==> config.mk <==
export PLATFORM = sky130hd
export DESIGN_NAME = aph_div
export DESIGN_NICKNAME = d
export VERILOG_FILES = /design/src/aph_pkg.sv /design/src/aph_div.sv
export SDC_FILE = /design/constraint.sdc
export NUM_CORES = 1
export LEC_CHECK = 0
export BUFFER_PORTS_ARGS = -buffer_cell sky130_fd_sc_hd__buf_2
export CORE_MARGIN = 1.5
export CORE_UTILIZATION = 45
export CTS_CLUSTER_DIAMETER = 60
export CTS_CLUSTER_SIZE = 16
export DETAILED_ROUTE_END_ITERATION = 10
export HOLD_SLACK_MARGIN = 0.15
export PLACE_DENSITY = 0.67
export SLEW_MARGIN = 20
export SYNTH_ARGS = -nofsm -noshare
export SYNTH_HDL_FRONTEND = slang
export SYNTH_SLANG_ARGS = --single-unit
==> constraint.sdc <==
create_clock -name clk -period 6.3 [get_ports clk]
set_clock_uncertainty 0.1 [all_clocks]
set_input_delay 0.315 -clock clk [delete_from_list [all_inputs] [get_ports clk]]
set_output_delay 0.315 -clock clk [all_outputs]
set_load 0.005 [all_outputs]
==> src/aph_pkg.sv <==
// ----------------------------------------------------------------------------
// aph_pkg
// Shared types, codes and constants of the angular pair histogram.
// ----------------------------------------------------------------------------
`default_nettype none
package aph_pkg;

    localparam logic CMD_ACCUM = 1'b0;
    localparam logic CMD_READ  = 1'b1;

    localparam logic [1:0] CFG_ANGLE_TOP = 2'd0;
    localparam logic [1:0] CFG_BINS      = 2'd1;

    localparam logic [17:0] ALPHA_RESET  = 18'd205887;
    localparam logic [8:0]  BINS_RESET   = 9'd256;
    localparam logic [17:0] ANGLE_LIMIT  = 18'd205887;
    localparam logic signed [26:0] HALF_PI_Q24 = 27'sd26353589;
    localparam int CORDIC_STEPS = 24;
    localparam int SQRT_TOP     = 30;
    localparam int NUM_W        = 27;
    localparam int DEN_W        = 18;
    localparam logic [47:0] BIN_MAX = 48'hFFFF_FFFF_FFFF;

    typedef enum logic [2:0] {
        ST_CLEAR,
        ST_IDLE,
        ST_ANGLE,
        ST_DIV,
        ST_READ,
        ST_WRITE
    } aph_state_t;

    typedef enum logic [2:0] {
        AS_IDLE,
        AS_DOT,
        AS_CLAMP,
        AS_SQUARE,
        AS_SQRT,
        AS_INIT,
        AS_ROTATE,
        AS_DONE
    } ang_state_t;

    function automatic logic [23:0] atan_q24(input logic [4:0] i);
        logic [23:0] v;
        case (i)
            5'd0:    v = 24'd13176795;
            5'd1:    v = 24'd7778716;
            5'd2:    v = 24'd4110060;
            5'd3:    v = 24'd2086331;
            5'd4:    v = 24'd1047214;
            5'd5:    v = 24'd524117;
            5'd6:    v = 24'd262123;
            5'd7:    v = 24'd131069;
            5'd8:    v = 24'd65536;
            5'd9:    v = 24'd32768;
            5'd10:   v = 24'd16384;
            5'd11:   v = 24'd8192;
            5'd12:   v = 24'd4096;
            5'd13:   v = 24'd2048;
            5'd14:   v = 24'd1024;
            5'd15:   v = 24'd512;
            5'd16:   v = 24'd256;
            5'd17:   v = 24'd128;
            5'd18:   v = 24'd64;
            5'd19:   v = 24'd32;
            5'd20:   v = 24'd16;
            5'd21:   v = 24'd8;
            5'd22:   v = 24'd4;
            5'd23:   v = 24'd2;
            default: v = 24'd0;
        endcase
        return v;
    endfunction

endpackage
`default_nettype wire

==> src/aph_div.sv <==
// ----------------------------------------------------------------------------
// aph_div
// Restoring divider, one quotient bit per cycle, for the bin number.
// ----------------------------------------------------------------------------
`default_nettype none
module aph_div (
    input  logic                      clk,
    input  logic                      rst_n,
    input  logic                      start,
    input  logic [aph_pkg::NUM_W-1:0] num,
    input  logic [aph_pkg::DEN_W-1:0] den,
    output logic                      done,
    output logic [aph_pkg::NUM_W-1:0] quo
);
    import aph_pkg::*;

    logic [NUM_W-1:0] num_reg;
    logic [DEN_W-1:0] den_reg, rem_reg;
    logic [4:0]       cnt_reg;
    logic             busy_reg, done_reg;
    logic [DEN_W:0]   trial;
    logic             fits;

    assign trial = {rem_reg, num_reg[NUM_W-1]};
    assign fits  = (trial >= {1'b0, den_reg});
    assign done  = done_reg;
    assign quo   = num_reg;

    always_ff @(posedge clk or negedge rst_n)
    begin
        if (!rst_n)
        begin
            busy_reg <= 1'b0;
            done_reg <= 1'b0;
        end
        else
        begin
            done_reg <= busy_reg && (cnt_reg == 5'd0);
            if (start)
            begin
                busy_reg <= 1'b1;
            end
            else if (busy_reg && (cnt_reg == 5'd0))
            begin
                busy_reg <= 1'b0;
            end
        end
    end

    always_ff @(posedge clk)
    begin
        if (start)
        begin
            num_reg <= num;
            den_reg <= den;
            rem_reg <= '0;
            cnt_reg <= 5'(NUM_W - 1);
        end
        else if (busy_reg)
        begin
            rem_reg <= fits ? DEN_W'(trial - {1'b0, den_reg}) : trial[DEN_W-1:0];
            num_reg <= {num_reg[NUM_W-2:0], fits};
            cnt_reg <= cnt_reg - 5'd1;
        end
    end
endmodule
`default_nettype wire

# Word-level counts from Yosys, hierarchy flattened
# Index checks and enable logic that the tools add are counted.
# Widths: inputs -> output; s select.
[totals]
regBits = 70
inputBits = 48
out_inout_bits = 28
wordCells = 18
[classes]
n_addsub = 2
magnitude_cmp = 1
n_mux = 5
n_reduce_logical = 4
[ops]
columns = ["cell", "n"]
rows = [
  ["$mux 27", 2],
  ["$ge 19x18->1", 1],
  ["$mux 18", 1],
  ["$sub 18x18->18", 1],
  ["$logic_not 5->1", 1],
  ["$sub 5x1->5 const B", 1],
  ["$reduce_bool 2->1", 2],
  ["$mux 1", 2],
  ["$logic_and 1x1->1", 1],
]

# Logic depth before layout (Yosys ltp)
[logic_depth]
depth_word = 4
ltp_mapped = 11
depth_no_buf = 10

# Least setup slack after synthesis
# OpenSTA, ideal clock, no wires.
[synth_timing]
path_type = "register -> register"
from = "reg num_reg[26], in the netlist quo[26]"
to = "reg rem_reg[16]"
setup_time_ns = 0.116
arrival_time_ns = 2.364
required_ns = 6.084
slack_ns = 3.720
stages_incl_launch_ff = 11
path_buffers = 0
synth_period_minus_slack_ns = 2.580
path_cell_list = "edfxtp_1 -> inv_1 -> ha_1 -> inv_1 -> fa_1 -> a211oi_1 -> o211ai_1 -> and3_1 -> or3_1 -> xor2_1 -> a31o_2"
[synth_between]
elab_chain_cells = 2
elab_cells_between_ends = 3
classes_between = "1 x add/sub; 1 x order compare; 1 x mux"
[synth_rtl]
columns = ["item", "line_no", "source"]
rows = [
  ["from (decl)", "aph_div.sv:17", "logic [NUM_W-1:0] num_reg;"],
  ["from (signal assigned)", "aph_div.sv:54", "num_reg <= num;"],
  ["from (signal assigned)", "aph_div.sv:62", "num_reg <= {num_reg[NUM_W-2:0], fits};"],
  ["$sub 18x18->18 / $ge 19x18->1 (equally long branches)", "aph_div.sv:61, aph_div.sv:25", ""],
  ["$mux 18 *", "aph_div.sv:61", "rem_reg <= fits ? DEN_W'(trial - {1'b0, den_reg}) : trial[DEN_W-1:0];"],
  ["to (signal assigned)", "aph_div.sv:61", ""],
  ["to (decl)", "aph_div.sv:18", "logic [DEN_W-1:0] den_reg, rem_reg;"],
]
# Mark *: on every way between the ends. The rest lies on a longest branch, timed or not.
# A chain may end at the register's enable or synchronous reset.

# Worst setup path after layout
[layout_timing]
from = "reg den_reg[14]"
to = "reg num_reg[0], in the netlist quo[0], data pin"
[layout_between]
elab_chain_cells = 3
[layout_rtl]
columns = ["item", "line_no", "source"]
rows = [
  ["from (decl)", "aph_div.sv:18", ""],
  ["from (signal assigned)", "aph_div.sv:55", "den_reg <= den;"],
  ["$ge 19x18->1", "aph_div.sv:25", "assign fits = (trial >= {1'b0, den_reg});"],
  ["$mux 27", "aph_div.sv:59", "else if (busy_reg)"],
  ["$mux 27", "aph_div.sv:52", "if (start)"],
]
# No other way between the ends. The select of a mux whose other input is x is not followed.

==> flow_summary.ini <==
[sta]
fin_tns_setup_ps = 0
rsz0062_at_grt = false
drv_slew = 0
worst_pin_slew_ps = 1036
period_minus_slack_ps = 3220
fin_crit_sh = 0.5111
setup_viol = 0
fmax_mhz = 310.6
hold_viol = 0
slew_headroom = 0.3066
final.setup.worst_slack_ps = 3080

[finish]
antenna_cells = 0
multi_input_area_um2 = 1857
stdcell_count = 568
final_cell_mix = 75 x buf_2, 45 x nand2_1, 45 x edfxtp_1
final_net_count = 526
largest_reg_flops = 27
final_common_cell = buf_2
drive_above_1_share = 0.2873
fillers = 715
final_cell_area_um2 = 4767
regArea_um2 = 1862
area_delta_synth_final_pct = 21.92

[placed_design]
dp.cells = 533
place_congestion = 0.8701
dp_hpwl_mm = 6.207
io_buffers = 75
place_area_um2 = 4338
pre_cts_ws_ps = 3101

[setup_path]
cp.arrival_ps = 3210
slowest_delay_ps = 700
critPathKind = flip-flop to flip-flop
path_max_fanout = 21
r2r.worst_path.cells = 7
path_cells = inv_1 > ha_1 > a21oi_1 > o221ai_2 > a2111o_1 > or2_1 > mux2_2
regToRegStartpoint = den_reg[14]$_DFFE_PP_
worst_r2r_endpoint = quo[0]$_DFFE_PP_
cp-start-kind = flip-flop
reg2reg_setup_slack_ps = 3080
crit_path_top_delay_cell = a2111o_1
end_kind = flip-flop
required_ps = 6290

[synthesis]
syn_nets = 437
async_flop_share = 0.02857
synth_ff_type = edfxtp_1
synth.area.top_cells = edfxtp_1 35%, dfxtp_1 12%, mux2_2 7.8%, ha_1 6.1%, nand2_1 4.3%
yosys_warnings = 0
yosysTopAreaCell = edfxtp_1
syn-instance-count = 369
synth_edf_count = 45
synthesis.area_um2 = 3910
yosysSeqAreaShare = 0.4762
netlist.area_leader.share = 0.3456
ys_types = 64
ys_ff_latch = 70
syn_avg_cell_area_um2 = 10.60

[outcome]
status = finished, final reports clean

[run]
drv_cap = 0

[power_and_ir_drop]
p_int_w = 0.0008726
clock_power_share = 0.378
power_frac_comb = 0.147
power.density_nw_per_um2 = 239.6
switching_power_w = 0.0002697
switching_share = 0.2361
max-vdd-ir-drop_mv = 0.1672
p_seq_frac = 0.475
p_leak_nw = 2.056

[routing]
drc = 0
avgViaCountPerCell = 5.555
wl_per_cell_um = 15.30
antenna_left = 0
vias = 3155
drt-pass1-iter-count = 4
wirelength_mm = 8.691
drt_iter0_markers = 154

[die]
io-pin-count = 76
row_count = 33
initial_core_util = 0.4711
die_area_um2 = 9257
die_w_um = 96.22
core_um2 = 8299
dieHeight_um = 96.22

[global_routing]
grt_usage = 0.2041
grt_pass1_wl_mm = 14.29
antenna_found_initial = 0
grt_start_max_net_pins = 60
grt_pass1_vias = 2977
grt.overflow.total = 0

[hold_path]
hold_end = quo[19]$_DFFE_PP_
holdPathStages = 2
worstHoldStart = num[19]
hold_path_class = input port to flip-flop

[clock_tree]
cts_tree = done
clkLatencyLatePin_ps = 340
cts.sinks = 70
cts_max_level = 3
cts.clk_slew.worst_paths_ps = 80
post_cts_buffers = 0
clockBufferDepth = 2
cts_made_buffers = 9
cts_root_buf = clkbuf_8
final cells by class:
cell class / instances / share of cell area
clock inverter: 6 / 0.02336
multi-input combinational: 256 / 0.3895
clock buffer: 10 / 0.02677
inverter: 24 / 0.01890
timing repair buffer: 97 / 0.1234
tap: 105 / 0.02756
sequential: 70 / 0.3906
cells in the mapped netlist (6+ instances only):
library cell  instances
edfxtp_1             45
nand2_1              45
mux2_2               27
inv_1                24
dfxtp_1              23
a21oi_1              21
ha_1                 19
nor2_1               18
o211ai_1             13
o21ai_0              11
xor2_1                8
clkbuf_1              7
a21o_1                6
a31o_2                6
nand2b_1              6
o31ai_1               6
xnor2_1               6
power by group through the flow:
stage | combinational [W] | clock [W] | sequential, W
finish | 0.000168 | 0.000431 | 0.000543
global route | 0.000186 | 0.000455 | 0.000547
CTS | 0.000168 | 0.000438 | 0.000543
detailed placement | 0.000158 | 0 | 0.000552
global placement | 0.000155 | 0 | 0.000551
floorplan | 0.000101 | 0 | 0.000551
through the flow:
step | utilization | hold slack, ps | power, W
after floorplan | - | -80.59 | 0.0006521
after global placement | 0.5227 | -1.170 | 0.0007062
after detailed placement | 0.5227 | 8.186 | 0.0007097
after CTS | 0.5744 | 153.9 | 0.001149
after global routing | 0.5744 | 153.5 | 0.001188
final | 0.5744 | 168.9 | 0.001142
cell families (layout without fill, tap and decap cells):
logic type	after synthesis	after routing	share of synthesized area
xor gates and xnor gates	14	14	0.03136
muxes	28	28	0.08032
buffers and inverters	43	137	0.04896
and+or+nand+nor	101	101	0.1216
AOI/OAI and AO/OA	93	93	0.1757
adders and majority gates	20	20	0.06592
DFF	70	70	0.4762
worst max path at each step:
stage / startpoint / to / slack [ps] / depth (start not counted)
after floorplan: quo[26]$_DFFE_PP_ / rem_reg[16]$_SDFFE_PP0P_ / 3720 / 10
after CTS: den_reg[14]$_DFFE_PP_ / quo[0]$_DFFE_PP_ / 3090 / 7
final: den_reg[14]$_DFFE_PP_ / quo[0]$_DFFE_PP_ / 3080 / 7
after detailed placement: den_reg[14]$_DFFE_PP_ / quo[0]$_DFFE_PP_ / 3100 / 7
after global routing: den_reg[13]$_DFFE_PP_ / quo[0]$_DFFE_PP_ / 2880 / 7
after global placement: den_reg[14]$_DFFE_PP_ / quo[0]$_DFFE_PP_ / 3150 / 7
layer usage:
| metal | vias to the layer above | wire (um) | global-route usage |
|---|---|---|---|
| li1 | 1550 | - | - |
| met1 | 1507 | 4126 | 0.2786 |
| met2 | 89 | 3930 | 0.3110 |
| met3 | 9 | 528 | 0.05292 |
| met4 | 0 | 105 | 0.07475 |
| met5 | - | 0 | 0 |
worst max-delay path: cells and delay by family, from the launching register on:
family	cells	cell delay, ps
AO/OA/AOI/OAI	3	1130
AND/OR/NAND/NOR	1	570
adder cells (fa/ha/maj)	1	420
multiplexers	1	370
flip-flops	1	330
buffers and inverters	1	50
timing repair:
item,4_1_cts,5_1_grt
gates resized for setup,0,0
hold buffers,19,0
endpoints found under the hold margin,20,0
Note: power is estimated with default switching activity, not from simulation.
