[src/aph_pkg.sv]
// ----------------------------------------------------------------------------
// aph_pkg
// Shared types, codes and constants of the angular pair histogram.
// ----------------------------------------------------------------------------
`default_nettype none
package aph_pkg;

    localparam logic CMD_ACCUM = 1'b0;
    localparam logic CMD_READ  = 1'b1;

    localparam logic [1:0] CFG_ANGLE_TOP = 2'd0;
    localparam logic [1:0] CFG_BINS      = 2'd1;

    localparam logic [17:0] ALPHA_RESET  = 18'd205887;
    localparam logic [8:0]  BINS_RESET   = 9'd256;
    localparam logic [17:0] ANGLE_LIMIT  = 18'd205887;
    localparam logic signed [26:0] HALF_PI_Q24 = 27'sd26353589;
    localparam int CORDIC_STEPS = 24;
    localparam int SQRT_TOP     = 30;
    localparam int NUM_W        = 27;
    localparam int DEN_W        = 18;
    localparam logic [47:0] BIN_MAX = 48'hFFFF_FFFF_FFFF;

    typedef enum logic [2:0] {
        ST_CLEAR,
        ST_IDLE,
        ST_ANGLE,
        ST_DIV,
        ST_READ,
        ST_WRITE
    } aph_state_t;

    typedef enum logic [2:0] {
        AS_IDLE,
        AS_DOT,
        AS_CLAMP,
        AS_SQUARE,
        AS_SQRT,
        AS_INIT,
        AS_ROTATE,
        AS_DONE
    } ang_state_t;

    function automatic logic [23:0] atan_q24(input logic [4:0] i);
        logic [23:0] v;
        case (i)
            5'd0:    v = 24'd13176795;
            5'd1:    v = 24'd7778716;
            5'd2:    v = 24'd4110060;
            5'd3:    v = 24'd2086331;
            5'd4:    v = 24'd1047214;
            5'd5:    v = 24'd524117;
            5'd6:    v = 24'd262123;
            5'd7:    v = 24'd131069;
            5'd8:    v = 24'd65536;
            5'd9:    v = 24'd32768;
            5'd10:   v = 24'd16384;
            5'd11:   v = 24'd8192;
            5'd12:   v = 24'd4096;
            5'd13:   v = 24'd2048;
            5'd14:   v = 24'd1024;
            5'd15:   v = 24'd512;
            5'd16:   v = 24'd256;
            5'd17:   v = 24'd128;
            5'd18:   v = 24'd64;
            5'd19:   v = 24'd32;
            5'd20:   v = 24'd16;
            5'd21:   v = 24'd8;
            5'd22:   v = 24'd4;
            5'd23:   v = 24'd2;
            default: v = 24'd0;
        endcase
        return v;
    endfunction

endpackage
`default_nettype wire

[src/aph_angle.sv]
// ----------------------------------------------------------------------------
// aph_angle
// Separation angle of two unit vectors: dot product, integer square root and
// CORDIC vectoring, run one after another under one state machine.
// ----------------------------------------------------------------------------
`default_nettype none
module aph_angle (
    input  logic               clk,
    input  logic               rst_n,
    input  logic               start,
    input  logic signed [15:0] a_x,
    input  logic signed [15:0] a_y,
    input  logic signed [15:0] a_z,
    input  logic signed [15:0] b_x,
    input  logic signed [15:0] b_y,
    input  logic signed [15:0] b_z,
    output logic               done,
    output logic [17:0]        angle
);
    import aph_pkg::*;

    ang_state_t         st_reg, st_next;
    logic [4:0]         cnt_reg;
    logic signed [15:0] va_reg [3];
    logic signed [15:0] vb_reg [3];
    logic signed [33:0] acc_reg;
    logic signed [31:0] c_reg;
    logic [61:0]        rem_reg, root_reg;
    logic signed [35:0] x_reg, y_reg;
    logic signed [26:0] z_reg;

    logic signed [31:0] prod;
    logic signed [31:0] c_clamp;
    logic [61:0]        bitv, trial;
    logic signed [35:0] dx, dy;
    logic [26:0]        z_pos, z_round;

    assign prod  = va_reg[cnt_reg[1:0]] * vb_reg[cnt_reg[1:0]];
    assign bitv  = 62'd1 << {cnt_reg, 1'b0};
    assign trial = root_reg + bitv;
    assign dx    = y_reg >>> cnt_reg;
    assign dy    = x_reg >>> cnt_reg;

    always_comb
    begin
        if (acc_reg > 34'sd1073741824)
        begin
            c_clamp = 32'sd1073741824;
        end
        else if (acc_reg < -34'sd1073741824)
        begin
            c_clamp = -32'sd1073741824;
        end
        else
        begin
            c_clamp = acc_reg[31:0];
        end
    end

    always_comb
    begin
        z_pos   = z_reg[26] ? 27'd0 : z_reg;
        z_round = (z_pos + 27'd128) >> 8;
        angle   = (z_round > 27'(ANGLE_LIMIT)) ? ANGLE_LIMIT : z_round[17:0];
    end

    assign done = (st_reg == AS_DONE);

    always_ff @(posedge clk or negedge rst_n)
    begin
        if (!rst_n)
        begin
            st_reg <= AS_IDLE;
        end
        else
        begin
            st_reg <= st_next;
        end
    end

    always_comb
    begin
        st_next = st_reg;
        case (st_reg)
            AS_IDLE:   if (start) st_next = AS_DOT;
            AS_DOT:    if (cnt_reg == 5'd2) st_next = AS_CLAMP;
            AS_CLAMP:  st_next = AS_SQUARE;
            AS_SQUARE: st_next = AS_SQRT;
            AS_SQRT:   if (cnt_reg == 5'd0) st_next = AS_INIT;
            AS_INIT:   st_next = AS_ROTATE;
            AS_ROTATE: if (cnt_reg == 5'(CORDIC_STEPS - 1)) st_next = AS_DONE;
            AS_DONE:   st_next = AS_IDLE;
            default:   st_next = AS_IDLE;
        endcase
    end

    always_ff @(posedge clk)
    begin
        case (st_reg)
            AS_IDLE:
            begin
                va_reg[0] <= a_x;
                va_reg[1] <= a_y;
                va_reg[2] <= a_z;
                vb_reg[0] <= b_x;
                vb_reg[1] <= b_y;
                vb_reg[2] <= b_z;
                acc_reg   <= '0;
                cnt_reg   <= '0;
            end
            AS_DOT:
            begin
                acc_reg <= acc_reg + 34'(prod);
                cnt_reg <= cnt_reg + 5'd1;
            end
            AS_CLAMP:
            begin
                c_reg <= c_clamp;
            end
            AS_SQUARE:
            begin
                rem_reg  <= 62'((64'sd1 <<< 60) - (c_reg * c_reg));
                root_reg <= '0;
                cnt_reg  <= 5'(SQRT_TOP);
            end
            AS_SQRT:
            begin
                if (rem_reg >= trial)
                begin
                    rem_reg  <= rem_reg - trial;
                    root_reg <= (root_reg >> 1) + bitv;
                end
                else
                begin
                    root_reg <= root_reg >> 1;
                end
                cnt_reg <= cnt_reg - 5'd1;
            end
            AS_INIT:
            begin
                cnt_reg <= '0;
                if (c_reg < 0)
                begin
                    x_reg <= 36'(root_reg[30:0]);
                    y_reg <= -36'(c_reg);
                    z_reg <= HALF_PI_Q24;
                end
                else
                begin
                    x_reg <= 36'(c_reg);
                    y_reg <= 36'(root_reg[30:0]);
                    z_reg <= '0;
                end
            end
            AS_ROTATE:
            begin
                cnt_reg <= cnt_reg + 5'd1;
                if (y_reg > 0)
                begin
                    x_reg <= x_reg + dx;
                    y_reg <= y_reg - dy;
                    z_reg <= z_reg + 27'(atan_q24(cnt_reg));
                end
                else
                begin
                    x_reg <= x_reg - dx;
                    y_reg <= y_reg + dy;
                    z_reg <= z_reg - 27'(atan_q24(cnt_reg));
                end
            end
            default:
            begin
            end
        endcase
    end
endmodule
`default_nettype wire

[config.mk]
export PLATFORM = sky130hd
export DESIGN_NAME = aph_angle
export DESIGN_NICKNAME = d
export VERILOG_FILES = /design/src/aph_pkg.sv /design/src/aph_angle.sv
export SDC_FILE = /design/constraint.sdc
export NUM_CORES = 2
export LEC_CHECK = 0
export BUFFER_PORTS_ARGS = -buffer_cell sky130_fd_sc_hd__buf_2
export CORE_ASPECT_RATIO = 1.4
export CORE_MARGIN = 2
export CORE_UTILIZATION = 25
export DETAILED_ROUTE_END_ITERATION = 12
export PLACE_DENSITY = 0.49
export SYNTH_ARGS = -nofsm -noshare
export SYNTH_HDL_FRONTEND = slang
export SYNTH_SLANG_ARGS = --single-unit
[constraint.sdc]
create_clock -name clk -period 12.8 [get_ports clk]
set_clock_uncertainty 0.05 [all_clocks]
set_input_delay 1.92 -clock clk [delete_from_list [all_inputs] [get_ports clk]]
set_output_delay 1.92 -clock clk [all_outputs]
set_load 0.02 [all_outputs]
======== Word level (Yosys, flattened, before mapping) ========
Memory sizes are Yosys's and may differ from the RTL's. A register that Yosys moved wholly into a read port is not among the register bits.
Cells that the tools add are included.
word-level totals
  memory bits (writable) .................. 96
  bits in registers ....................... 297
  input port bits ......................... 99
  bits in read-only memories .............. 1536
  memories ................................ 4
cells by class
  shift-type cells ........................ 3
  muxes and demuxes ....................... 33
  reduce and logical (&&, ||, !) cells .... 11
  eq/ne operators ......................... 14
  $lt $le $gt $ge ......................... 6
  multiply operators ...................... 2
  add/subtract/negate cells ............... 15
memories
  memory            depth  bits a word  rd ports  clocked after memory_dff  wr ports  line             RTL
  (name not given)  32     24           1         1                         0         aph_pkg.sv:46    case (i)
  (name not given)  32     24           1         1                         0         aph_pkg.sv:46
  va_reg            3      16           1         1                         3         aph_angle.sv:24  logic signed [15:0] va_reg [3];
  vb_reg            3      16           1         1                         3         aph_angle.sv:25  logic signed [15:0] vb_reg [3];
operators with widths
  kind                                                                    number
  62-bit one-hot mux with 2 select lines                                  2
  36-bit two-way mux                                                      4
  36-bit one-hot mux with 2 select lines                                  2
  62-bit two-way mux                                                      2
  24-bit two-way mux                                                      4
  36-bit adder                                                            2
  36-bit by 5-bit >>> shifter with 36-bit output                          2
  36-bit subtractor                                                       2
  34-bit one-hot mux with 2 select lines                                  1
  61-bit by 62-bit adder with 62-bit output                               1
  62-bit adder                                                            1
  62-bit greater-or-equal comparator                                      1
  32-bit by 32-bit multiplier with 62-bit output                          1
  1-bit by 6-bit << shifter with 62-bit output, first input constant      1
  62-bit subtractor                                                       1
  62-bit subtractor, first input constant                                 1
  27-bit one-hot mux with 2 select lines                                  1
  36-bit by 1-bit > comparator with 1-bit output, second input constant   1
  32-bit negator with 36-bit output                                       1
  34-bit by 32-bit adder with 34-bit output                               1
  34-bit by 32-bit > comparator with 1-bit output, second input constant  1
  34-bit by 31-bit < comparator with 1-bit output, second input constant  1
  32-bit by 1-bit < comparator with 1-bit output, second input constant   1
  16-bit by 16-bit multiplier with 32-bit output                          1
  other kinds (30)                                                        48

======== Depth between registers and ports, before layout ========
  word-level depth ........................ 6
  gate-level depth with buffers ........... 34
  gate-level depth less buffers ........... 29

======== Worst setup path after synthesis ========
No wires, ideal clock.
  kind .................................... reg-to-reg
  start ................................... register cnt_reg[4]
  end ..................................... register rem_reg[0] (enable)
  arrival time ............................ 8561 ps
  stages on the path, launching flop included .. 32
  setup slack ............................. 3171 ps
  library setup time ...................... 1018 ps
  clock period less this slack ............ 9629 ps
  path through ............................ edfxtp_1 > buf_2 > clkbuf_1 > clkbuf_1 > buf_2 > buf_1 > buf_1 > nor3_1 > ha_1 > a31oi_1 > a211oi_1 > a21boi_0 > o211ai_1 > nand2_1 > o21bai_1 > a21oi_1 > o21bai_1 > a31oi_1 > xor2_1 > ha_1 > and3_1 > and2_1 > a221oi_1 > o21ai_0 > a21o_1 > a221oi_1 > o31ai_1 > a211o_1 > buf_2 > buf_2 > nand2_1 > o21ai_0
between the ends
  cells in the longest elaborated chain, start to end .. 5
RTL lines
  item                                          line              RTL
  from (decl)                                   aph_angle.sv:23   logic [4:0] cnt_reg;
  from (signal assigned)                        aph_angle.sv:114  cnt_reg <= cnt_reg + 5'd1;
  from (signal assigned)                        aph_angle.sv:124  cnt_reg <= 5'(SQRT_TOP);
  from (signal assigned)                        aph_angle.sv:137  cnt_reg <= cnt_reg - 5'd1;
  1-bit by 6-bit << shifter with 62-bit output  aph_angle.sv:39   assign bitv = 62'd1 << {cnt_reg, 1'b0};
  62-bit adder                                  aph_angle.sv:40   assign trial = root_reg + bitv;
  62-bit greater-or-equal comparator            aph_angle.sv:128  if (rem_reg >= trial)
  2-bit != test (no line)                       --
  2-bit AND reduction (no line)                 --
  to (signal assigned)                          aph_angle.sv:122  rem_reg <= 62'((64'sd1 <<< 60) - (c_reg * c_reg));
  to (signal assigned)                          aph_angle.sv:130  rem_reg <= rem_reg - trial;
  to (decl)                                     aph_angle.sv:28   logic [61:0] rem_reg, root_reg;
Every way passes these cells.
A chain may end at the register's enable or synchronous reset.

======== Worst setup path in the final report ========
  start ................................... register c_reg[31]
  end ..................................... register rem_reg[60], data pin
between the ends
  cells in the longest elaborated chain, start to end .. 3
RTL lines
  item                                            line              RTL
  from (decl)                                     aph_angle.sv:27   logic signed [31:0] c_reg;
  from (signal assigned)                          aph_angle.sv:118  c_reg <= c_clamp;
  32-bit by 32-bit multiplier with 62-bit output  aph_angle.sv:122
  62-bit subtractor                               aph_angle.sv:122
  62-bit one-hot mux with 2 select lines          aph_angle.sv:99   case (st_reg)
Every way passes these cells.

==> flow_metrics.py <==
metrics = {
    "layout": {
        "fin_area_um2": 89000,
        "area_delta_synth_final_pct": 9.14,
        "drive_above_1_share_pct": 6.21,
        "multi_input_area_um2": 61900,
        "fillCellCount": 34696,
        "num-nets-final": 10697,
        "ff_latch_area_um2": 12300,
    },
    "worst_hold_path": {
        "min_path_cells": 1,
        "hp-class": "reg -> reg",
    },
    "synthesis": {
        "synth_area_um2": 81500,
        "synth-edff-count": 390,
        "avgSynthCellArea_um2": 9.31,
        "synth_async_sr_flop_share_pct": 0.716,
        "yosys_warnings": 0,
        "synthCells": 8754,
        "yosys.cell_types.count": 102,
        "ys_seq_elements": 419,
        "synth-seq-area-share_pct": 15.1,
        "syn-num-nets": 10765,
        "synth_flop_cell": "edfxtp_1",
    },
    "worst_setup_path": {
        "cp_num_buf_inv": 6,
        "crit_path_max_incr_delay_ns": 1.21,
        "cp_top_family": "adder cells",
        "r2r_cells": 26,
        "end_kind": "register",
        "path_common_cell": "fa_1",
        "worstPathMaxFanout": 47,
        "path_class": "reg -> reg",
        "startpoint_type": "register",
        "cp_slowest_cell": "fa_1",
        "crit_required_ns": 13.20,
        "cp.arrival_ns": 10.59,
        "worst-path-stages": 26,
    },
    "pwr": {
        "power_density_nw_per_um2": 36.6,
        "vdd_drop_max_v": 0.000111,
        "p_leak_nw": 40.2,
    },
    "die": {
        "io_pins": 118,
        "die_w_um": 487,
        "dieArea_um2": 331000,
        "num_rows": 248,
        "fp.dieH_um": 680,
        "initial_utilization_pct": 25.1,
        "coreArea_um2": 325000,
    },
    "job": {
        "max_cap_viol_count": 0,
    },
    "drt": {
        "num_vias": 62313,
        "drt-initial-drc-count": 3984,
        "wire_per_inst_um": 20.7,
        "drtPass1Iterations": 5,
        "route.met2.wl_um": 141000,
        "wl_um": 269000,
        "wirelength_met1_um": 101000,
        "remaining_drc_errors": 0,
        "met3_wirelength_um": 10700,
        "avgViaCountPerCell": 4.80,
        "dr.max_layer_used": "met4",
        "ant_nets": 0,
    },
    "outcome": {
        "status": "completed",
    },
    "global_route": {
        "grtUsageTotal_pct": 16.2,
        "grt_pass1_wl_um": 412000,
        "grt_overflow_total": 0,
        "grt_antenna_before_repair": 10,
        "grt_max_degree": 85,
        "first_global_vias": 67881,
    },
    "placed_design": {
        "dpl-instance-area_um2": 87000,
        "gp_congestion": 0.959,
        "port_buffers": 117,
        "dpl_worst_slack_ns": 2.42,
        "place_hpwl_um": 218000,
    },
    "clock_network": {
        "cts.htree.levels": 2,
        "cts_hold_buf": 0,
        "ctsLongestPathBuffers": 3,
        "cts_setup_buffers": 0,
        "clk_pin_slew_ns": 0.07,
        "clk_latency_ns": 0.74,
        "ctsResizeCount": 0,
        "cts_root_buffer": "clkbuf_16",
        "clkSinkCount": 419,
        "cts_made_buffers": 57,
        "cts_tree": "built",
    },
    "sta": {
        "drv_slew": 0,
        "min_period_over_period_pct": 79.6,
        "slew_headroom_pct": 12.4,
        "rsz0062_at_grt": "false",
        "max_freq_ghz": 0.0981,
        "worst_slack_ns": 2.61,
        "finalCriticalPeriod_ns": 10.19,
        "tns_ns": 0,
        "hold_violations": 0,
        "tightestPinTransition_ns": 1.31,
        "finalSetupViolations": 0,
    },
}
synthesized netlist by cell type (all sizes together), types with 27 or more instances:
cell type	number	area share, %
nor2b	130	1.0
a21o	162	1.5
a31oi	97	0.76
a21oi	407	2.5
and3	53	0.41
buf	83	0.54
o21a	58	0.53
o31ai	37	0.34
nand2b	57	0.44
nor4	39	0.31
nand4	53	0.41
nor3	92	0.61
xor2	231	2.5
edfxtp	390	14
ha	599	9.2
xnor2	288	3.1
or3	41	0.31
a211oi	57	0.53
nand3	98	0.61
nand2	879	4.1
mux4	91	2.5
inv	1562	7.2
mux2i	140	1.7
clkbuf	287	1.3
o21bai	56	0.52
o21ai	343	2.1
nor2	534	2.5
and2	182	1.4
fa	1313	32
mux2	27	0.38
area by class of cell:
class / instances / area share, %
Tap cell: 4250 / 5.98
Timing Repair Buffer: 243 / 1.72
Antenna cell: 4 / 0.0113
Inverter: 1572 / 6.63
Multi-Input combinational cell: 6393 / 69.6
Clock buffer: 68 / 1.65
Clock inverter: 38 / 0.599
Sequential cell: 419 / 13.8
placed cells by master, fill, tap and decap left out, drive strengths merged, types with 23 or more instances in the layout:
cell type,instances
clkbuf,68
a211oi,57
a21o,162
clkinv,30
nor4,39
o21a,58
edfxtp,390
nand3,98
xor2,231
nor2,534
nand2b,57
fa,1313
a31oi,97
inv,1567
or3,41
mux2i,140
and2,182
o31ai,37
nand2,879
buf,243
a21oi,407
nor2b,130
mux2,27
or2,25
o211ai,23
dfxtp,26
ha,599
o21bai,56
nand4,53
o21ai,343
xnor2,288
and3,53
nor3,92
mux4,91
per-layer routing:
layer	vias to the layer above	GRT usage (%)
met5	-	0
met3	569	1.63
met1	31538	18.0
met4	0	8.42
li1	28437	-
met2	1769	30.3
cell families (layout without fill, tap and decap cells):
family / count (synthesis) / after routing / synth area share (%)
muxes: 258 / 258 / 4.62
adders and majority gates: 1912 / 1912 / 41.4
xor gates and xnor gates: 519 / 519 / 5.58
AOI/OAI and AO/OA: 1455 / 1455 / 11.3
and+or+nand+nor: 2249 / 2249 / 12.9
buffers and inverters: 1942 / 1921 / 9.10
DFF: 419 / 419 / 15.1
other: 0 / 4 / 0
report_power, final:
group          switching, mW  internal [mW]
Combinational        0.00481         0.0102
Clock                  0.732           1.03
Sequential                 0           1.48
Total                  0.737           2.52
final timing paths:
path | start | end | slack, ns
worst min register to register | acc_reg[0] | c_reg[0] | 0.56
max in group asynchronous | rst_n | st_reg[2] | 11.53
min in group asynchronous | rst_n | st_reg[1] | 0.99
worst max register to register | c_reg[31] | rem_reg[60] | 2.61
worst min-delay path | acc_reg[0] | c_reg[0] | 0.56
worst max-delay path | c_reg[31] | rem_reg[60] | 2.61
through the flow:
stage | std cells | hold slack, ns | total power, mW | util, %
detailed placement | 12877 | 0.570 | 1.52 | 26.7
CTS | 12983 | 0.546 | 3.32 | 27.4
global placement | 12877 | 0.564 | 1.52 | 26.7
floorplan | 8754 | 0.518 | 1.51 | -
finish | 12987 | 0.562 | 3.25 | 27.4
global route | 12984 | 0.583 | 3.36 | 27.4
Note: power is estimated with default switching activity, not from simulation.
